[src/rtl/scta_pkg.sv]
`timescale 1ns / 1ps

package scta_pkg;

  localparam int unsigned PLANE_SIZE = 84;
  localparam int unsigned IDX_W      = $clog2(PLANE_SIZE);

  localparam logic [7:0] KEYPAD_LO      = 8'h47;
  localparam logic [7:0] KEYPAD_END     = 8'h54;
  localparam logic [7:0] CODE_CAPS      = 8'h3A;
  localparam logic [7:0] CODE_LSHIFT    = 8'h2A;
  localparam logic [7:0] CODE_RSHIFT    = 8'h36;
  localparam logic [7:0] CODE_NUM       = 8'h45;
  localparam logic [7:0] CODE_LSHIFT_UP = 8'hAA;
  localparam logic [7:0] CODE_RSHIFT_UP = 8'hB6;
  localparam int unsigned RELEASE_BIT   = 7;

  localparam logic [6:0] PRINT_LO  = 7'h20;
  localparam logic [6:0] CHAR_DEL  = 7'h7F;

  typedef struct packed {
    logic num_lock;
    logic caps_lock;
    logic shift;
  } mod_flags_t;

  typedef logic [6:0] char_t;
  typedef logic [IDX_W-1:0] rom_idx_t;

  // planes: normal, caps, shift, caps with shift
  localparam char_t CHAR_ROM [4][PLANE_SIZE] = '{
    '{7'h00, 7'h1B, 7'h31, 7'h32, 7'h33, 7'h34, 7'h35, 7'h36, 7'h37, 7'h38, 7'h39, 7'h30,
      7'h2D, 7'h3D, 7'h08, 7'h09, 7'h71, 7'h77, 7'h65, 7'h72, 7'h74, 7'h79, 7'h75, 7'h69,
      7'h6F, 7'h70, 7'h5B, 7'h5D, 7'h0D, 7'h00, 7'h61, 7'h73, 7'h64, 7'h66, 7'h67, 7'h68,
      7'h6A, 7'h6B, 7'h6C, 7'h3B, 7'h27, 7'h60, 7'h00, 7'h5C, 7'h7A, 7'h78, 7'h63, 7'h76,
      7'h62, 7'h6E, 7'h6D, 7'h2C, 7'h2E, 7'h2F, 7'h00, 7'h2A, 7'h00, 7'h20, 7'h00, 7'h00,
      7'h00, 7'h00, 7'h00, 7'h00, 7'h00, 7'h00, 7'h00, 7'h00, 7'h00, 7'h00, 7'h00, 7'h37,
      7'h38, 7'h39, 7'h2D, 7'h34, 7'h35, 7'h36, 7'h2B, 7'h31, 7'h32, 7'h33, 7'h30, 7'h2E},
    '{7'h00, 7'h1B, 7'h31, 7'h32, 7'h33, 7'h34, 7'h35, 7'h36, 7'h37, 7'h38, 7'h39, 7'h30,
      7'h2D, 7'h3D, 7'h08, 7'h09, 7'h51, 7'h57, 7'h45, 7'h52, 7'h54, 7'h59, 7'h55, 7'h49,
      7'h4F, 7'h50, 7'h5B, 7'h5D, 7'h0D, 7'h00, 7'h41, 7'h53, 7'h44, 7'h46, 7'h47, 7'h48,
      7'h4A, 7'h4B, 7'h4C, 7'h3B, 7'h27, 7'h60, 7'h00, 7'h5C, 7'h5A, 7'h58, 7'h43, 7'h56,
      7'h42, 7'h4E, 7'h4D, 7'h2C, 7'h2E, 7'h2F, 7'h00, 7'h2A, 7'h00, 7'h20, 7'h00, 7'h00,
      7'h00, 7'h00, 7'h00, 7'h00, 7'h00, 7'h00, 7'h00, 7'h00, 7'h00, 7'h00, 7'h00, 7'h37,
      7'h38, 7'h39, 7'h2D, 7'h34, 7'h35, 7'h36, 7'h2B, 7'h31, 7'h32, 7'h33, 7'h30, 7'h2E},
    '{7'h00, 7'h1B, 7'h21, 7'h40, 7'h23, 7'h24, 7'h25, 7'h5E, 7'h26, 7'h2A, 7'h28, 7'h29,
      7'h5F, 7'h2B, 7'h08, 7'h09, 7'h51, 7'h57, 7'h45, 7'h52, 7'h54, 7'h59, 7'h55, 7'h49,
      7'h4F, 7'h50, 7'h7B, 7'h7D, 7'h0D, 7'h00, 7'h41, 7'h53, 7'h44, 7'h46, 7'h47, 7'h48,
      7'h4A, 7'h4B, 7'h4C, 7'h3A, 7'h22, 7'h7E, 7'h00, 7'h7C, 7'h5A, 7'h58, 7'h43, 7'h56,
      7'h42, 7'h4E, 7'h4D, 7'h3C, 7'h3E, 7'h3F, 7'h00, 7'h2A, 7'h00, 7'h20, 7'h00, 7'h00,
      7'h00, 7'h00, 7'h00, 7'h00, 7'h00, 7'h00, 7'h00, 7'h00, 7'h00, 7'h00, 7'h00, 7'h37,
      7'h38, 7'h39, 7'h2D, 7'h34, 7'h35, 7'h36, 7'h2B, 7'h31, 7'h32, 7'h33, 7'h30, 7'h2E},
    '{7'h00, 7'h1B, 7'h21, 7'h40, 7'h23, 7'h24, 7'h25, 7'h5E, 7'h26, 7'h2A, 7'h28, 7'h29,
      7'h5F, 7'h2B, 7'h08, 7'h09, 7'h71, 7'h77, 7'h65, 7'h72, 7'h74, 7'h79, 7'h75, 7'h69,
      7'h6F, 7'h70, 7'h7B, 7'h7D, 7'h0D, 7'h00, 7'h61, 7'h73, 7'h64, 7'h66, 7'h67, 7'h68,
      7'h6A, 7'h6B, 7'h6C, 7'h3A, 7'h22, 7'h7E, 7'h00, 7'h7C, 7'h7A, 7'h78, 7'h63, 7'h76,
      7'h62, 7'h6E, 7'h6D, 7'h3C, 7'h3E, 7'h3F, 7'h00, 7'h2A, 7'h00, 7'h20, 7'h00, 7'h00,
      7'h00, 7'h00, 7'h00, 7'h00, 7'h00, 7'h00, 7'h00, 7'h00, 7'h00, 7'h00, 7'h00, 7'h37,
      7'h38, 7'h39, 7'h2D, 7'h34, 7'h35, 7'h36, 7'h2B, 7'h31, 7'h32, 7'h33, 7'h30, 7'h2E}
  };

endpackage

[src/rtl/scta_flags.sv]
`timescale 1ns / 1ps

module scta_flags (
  input  logic                    clk,
  input  logic                    rst,
  input  logic                    accept,
  input  logic [7:0]              scan_code,
  output scta_pkg::mod_flags_t    flags,
  output scta_pkg::mod_flags_t    flags_next
);

  always_comb begin
    flags_next = flags;
    if (!scan_code[scta_pkg::RELEASE_BIT]) begin
      if (scan_code == scta_pkg::CODE_CAPS) begin
        flags_next.caps_lock = !flags.caps_lock;
      end else if (scan_code == scta_pkg::CODE_LSHIFT || scan_code == scta_pkg::CODE_RSHIFT) begin
        flags_next.shift = 1'b1;
      end else if (scan_code == scta_pkg::CODE_NUM) begin
        flags_next.num_lock = !flags.num_lock;
      end
    end else if (scan_code == scta_pkg::CODE_LSHIFT_UP ||
                 scan_code == scta_pkg::CODE_RSHIFT_UP) begin
      flags_next.shift = 1'b0;
    end
  end

  always_ff @(posedge clk) begin
    if (rst) begin
      flags <= '{num_lock: 1'b1, caps_lock: 1'b0, shift: 1'b0};
    end else if (accept) begin
      flags <= flags_next;
    end
  end

endmodule

[src/rtl/scta_lookup.sv]
`timescale 1ns / 1ps

module scta_lookup (
  input  logic                 hit,
  input  scta_pkg::rom_idx_t   idx,
  input  logic                 caps_lock,
  input  logic                 shift,
  output scta_pkg::char_t      ascii_char,
  output logic                 printable
);

  scta_pkg::char_t rom_data;

  always_comb begin
    rom_data   = scta_pkg::CHAR_ROM[{shift, caps_lock}][idx];
    ascii_char = hit ? rom_data : '0;
    printable  = (ascii_char >= scta_pkg::PRINT_LO) && (ascii_char != scta_pkg::CHAR_DEL);
  end

endmodule

[src/rtl/scancode_to_ascii_translator.sv]
`timescale 1ns / 1ps

// Set-1 scan code to ASCII translator. One scan byte is taken and one result
// leaves per item, registered in the s1 stage and then the output register;
// a new item can be taken every cycle while the output is not stalled. The
// shift, caps-lock and num-lock flags are updated in the same cycle an item
// is accepted, so the flag register loop sets the one-item-per-cycle rate.
// The character table is chosen by the flags as they stood before the item;
// modifier_flags show the flags after it. Num lock is on after reset.
module scancode_to_ascii_translator (
  input  logic       clk,
  input  logic       rst,
  input  logic       in_valid,
  output logic       in_ready,
  input  logic [7:0] scan_code,
  output logic       out_valid,
  input  logic       out_ready,
  output logic [6:0] ascii_char,
  output logic       printable,
  output logic [2:0] modifier_flags
);

  logic                 accept;
  logic                 s1_ready;
  scta_pkg::mod_flags_t flags;
  scta_pkg::mod_flags_t flags_next;
  logic                 hit_next;

  logic                 s1_valid;
  logic                 s1_hit;
  scta_pkg::rom_idx_t   s1_idx;
  scta_pkg::mod_flags_t s1_old;
  scta_pkg::mod_flags_t s1_new;

  scta_pkg::char_t      lk_char;
  logic                 lk_printable;

  assign s1_ready = !out_valid || out_ready;
  assign in_ready = !s1_valid || s1_ready;
  assign accept   = in_valid && in_ready;

  // make code below keypad, or keypad with num lock on
  assign hit_next = !scan_code[scta_pkg::RELEASE_BIT] &&
                    ((scan_code < scta_pkg::KEYPAD_LO) ||
                     ((scan_code < scta_pkg::KEYPAD_END) && flags.num_lock));

  scta_flags u_flags (
    .clk        (clk),
    .rst        (rst),
    .accept     (accept),
    .scan_code  (scan_code),
    .flags      (flags),
    .flags_next (flags_next)
  );

  always_ff @(posedge clk) begin
    if (rst) begin
      s1_valid <= 1'b0;
    end else if (in_ready) begin
      s1_valid <= in_valid;
    end
  end

  always_ff @(posedge clk) begin
    if (accept) begin
      s1_hit <= hit_next;
      s1_idx <= scan_code[scta_pkg::IDX_W-1:0];
      s1_old <= flags;
      s1_new <= flags_next;
    end
  end

  scta_lookup u_lookup (
    .hit        (s1_hit),
    .idx        (s1_idx),
    .caps_lock  (s1_old.caps_lock),
    .shift      (s1_old.shift),
    .ascii_char (lk_char),
    .printable  (lk_printable)
  );

  always_ff @(posedge clk) begin
    if (rst) begin
      out_valid <= 1'b0;
    end else if (s1_ready) begin
      out_valid <= s1_valid;
    end
  end

  always_ff @(posedge clk) begin
    if (s1_ready && s1_valid) begin
      ascii_char     <= lk_char;
      printable      <= lk_printable;
      modifier_flags <= s1_new;
    end
  end

endmodule

[config.mk]
export PLATFORM = sky130hd
export DESIGN_NAME = scancode_to_ascii_translator
export DESIGN_NICKNAME = d
export VERILOG_FILES = /design/src/rtl/scta_pkg.sv /design/src/rtl/scta_flags.sv /design/src/rtl/scta_lookup.sv /design/src/rtl/scancode_to_ascii_translator.sv
export SDC_FILE = /design/constraint.sdc
export NUM_CORES = 1
export LEC_CHECK = 0
export ABC_CLOCK_PERIOD_IN_PS = 3800
export BUFFER_PORTS_ARGS = -buffer_cell sky130_fd_sc_hd__buf_2
export CAP_MARGIN = 20
export CORE_ASPECT_RATIO = 0.7
export CORE_MARGIN = 3
export CORE_UTILIZATION = 30
export CTS_CLUSTER_SIZE = 40
export DETAILED_ROUTE_END_ITERATION = 10
export SETUP_SLACK_MARGIN = 0.02
export SLEW_MARGIN = 20
export SYNTH_ARGS = -nofsm -noshare
export SYNTH_HDL_FRONTEND = slang
export SYNTH_SLANG_ARGS = --single-unit
export TNS_END_PERCENT = 10
[constraint.sdc]
create_clock -name clk -period 3.8 [get_ports clk]
set_input_delay 0.76 -clock clk [delete_from_list [all_inputs] [get_ports clk]]
set_output_delay 0.76 -clock clk [all_outputs]
set_load 0.005 [all_outputs]
==> impl_metrics.env <==
export IMPL_status="completed"
export IMPL_grt_busiest_layer="met1"
export IMPL_netlist_instances=277
export IMPL_ctsRootBufferMaster="clkbuf_16"
export IMPL_syn_area_sq_mm=0.00256
export IMPL_die_h_microns=83.3
export IMPL_io_pin_count=25
export IMPL_cts_sinks=29
export IMPL_synth_top_area_share_pct=28.2
export IMPL_num_rows=27
export IMPL_grt_pass1_wl_mm=11.2
export IMPL_crit_type="reg2reg"
export IMPL_grt_pass1_vias=2030
export IMPL_async_reset_ff_share_pct=0
export IMPL_synth_avg_cell_area_sq_um=9.24
export IMPL_drive_gt1_share_pct=19.4
export IMPL_p_per_area_mw_per_mm2=351
export IMPL_antenna_cells=0
export IMPL_synth_edff_count=24
export IMPL_hp_class="reg2reg"
export IMPL_synth_top_family_by_area="compound AO/OA/AOI/OAI gates"
export IMPL_met2_usage_pct=19.3
export IMPL_routedWlPerCell_microns=17.3
export IMPL_synthMuxAreaShare_pct=2.05
export IMPL_synth_most_common_cell="edfxtp_1"
export IMPL_p_total_mw=1.00
export IMPL_crit_fanout=20
export IMPL_max_freq_mhz=378
export IMPL_yosysWarnings=0
export IMPL_ant_nets=0
export IMPL_insertion_delay_ns=0.27
export IMPL_whs_ns=0.416
export IMPL_die_w_microns=116
export IMPL_fin_crit_ns=2.64
export IMPL_endpoint_kind="flip-flop"
export IMPL_drv_cap=0
export IMPL_ys_ff_latch=29
export IMPL_yosys_area_share_simple_pct=20.1
export IMPL_clock_skew_ns=0.00457
export IMPL_synth_commonest_cells="24 x edfxtp_1, 23 x nand2_1, 21 x a21oi_1"
export IMPL_synth_compound_area_share_pct=28.3
export IMPL_use_met1_pct=23.0
export IMPL_fin_crit_sh_pct=69.6
export IMPL_slew_viol_final=0
export IMPL_clock_path_buffers=2
export IMPL_cts_tree="done"
export IMPL_ir_worst_vdd_mv=0.226
export IMPL_synth_top_area_cell="edfxtp_1"
export IMPL_grt_use_met3_pct=3.28
export IMPL_cts_resized=0
export IMPL_synth_fa_ha_area_share_pct=7.82
export IMPL_drc=0
export IMPL_ys_top_cells_by_area="edfxtp_1 28%, ha_1 7.8%, a21oi_1 4.1%"
export IMPL_tightest_slew_ns=0.980
export IMPL_slew_limit_headroom_pct=34.5
export IMPL_cp_arrival_ns=2.66
export IMPL_die_area_sq_mm=0.00970
export IMPL_drt_iter0_drc=203
export IMPL_synth_cell_types=69
export IMPL_cts_htree_levels=2
export IMPL_hold_viol=0
export IMPL_cts_setup_buffers=0
export IMPL_rsz0062_at_grt="false"
export IMPL_dp_hpwl_mm=4.98
export IMPL_cp_data_required_time_ns=3.81
export IMPL_cts_clk_slew_worst_paths_ns=0.05
export IMPL_syn_nets=305
export IMPL_routed_via_density=5.72
export IMPL_start_util_pct=31.7
export IMPL_setup_viol_count_final=0
export IMPL_gp_congestion=0.985
export IMPL_cp_start_kind="flip-flop"
export IMPL_utilization_pct=35.5
export IMPL_synth_xor_area_share_pct=2.00
export IMPL_yosysSeqAreaShare_pct=32.1
export IMPL_area_growth_pct=11.9
export IMPL_grt_overflow=0
export IMPL_io_buffers=24
export IMPL_fin_setup_tns_ns=0
export IMPL_grt_max_degree=32
export IMPL_core_area_sq_mm=0.00807
export IMPL_dr_pass1_iters=5
export IMPL_synthFlopType="edfxtp_1"
export IMPL_vias=2261
export IMPL_nNetsFinal=321
export IMPL_ctsHoldBuffers=0
export IMPL_antenna_found_initial=0
export IMPL_leakagePower_nw=1.03
export IMPL_wl_mm=6.84
export IMPL_cts_inserted_buffers=5
export IMPL_grt_usage_pct=14.4
[kinds of logic after synthesis]
kind of cell | after synthesis
mux | 4
fa+ha+maj | 16
flops | 29
compound gates | 94
buf+inv | 32
simple gates | 97
xor+xnor | 5
[critical path, cell delays in order, from the launching register on]
cell and delay (ns):
edfxtp_1 0.78, buf_4 0.32, mux4_2 0.51, o21a_1 0.18, a211oi_2 0.27, nor3b_1 0.22
a2bb2oi_1 0.09
[metal layers]
metal	vias to the layer above	wire (microns)
li1	1073	-
met1	1089	3450
met2	90	2840
met3	9	490
met4	0	62
met5	-	0
[cell type report]
class                   instances  area, sq um
fillers                       796         5210
clock buffers                   7          164
well taps                     101          126
clock inverters                 1         7.51
repair buffers                 29          158
flip-flops and latches         29          821
multi-input cells             216         1540
inverters                      12         45.0
[worst paths after layout]
kind | start | to | slack [ns] | cells after the start
setup / recovery | s1_idx[4] | printable | 1.16 | 6
hold / removal | s1_new[2] | modifier_flags[2] | 0.42 | 0
setup reg to reg | s1_idx[4] | printable | 1.16 | 6
hold reg to reg | s1_new[2] | modifier_flags[2] | 0.42 | 0
[placed cells by master, fill, tap and decap left out, drive strengths merged, types with 11 or more instances in the layout]
| cell | instances |
|---|---|
| ha | 16 |
| inv | 12 |
| edfxtp | 24 |
| a21oi | 22 |
| nand2b | 11 |
| nand2 | 23 |
| o21ai | 12 |
| nor2 | 20 |
| buf | 29 |
| nor2b | 15 |
[power by group]
group | leakage, nW | switching, mW | internal [mW] | total, mW
Clock | 0.0813 | 0.132 | 0.300 | 0.432
Sequential | 0.269 | 0.0232 | 0.362 | 0.386
Combinational | 0.680 | 0.113 | 0.0737 | 0.187
[stage by stage]
step / instances / setup WS, ns / instance area [sq um]
floorplan: 277 / 1.20 / 2560
global placement: 387 / 1.11 / 2690
detailed placement: 387 / 1.21 / 2690
CTS: 395 / 1.18 / 2870
global route: 395 / 0.880 / 2870
finish: 395 / 1.16 / 2870
[state kept, by name, indices dropped and copies added (netlist names)]
signal,count
s1_hit,1
modifier_flags,3
s1_new,3
printable,1
u_flags.flags,3
s1_valid,1
ascii_char,7
out_valid,1
s1_idx,7
s1_old,2
Note: power is estimated with default switching activity, not from simulation.
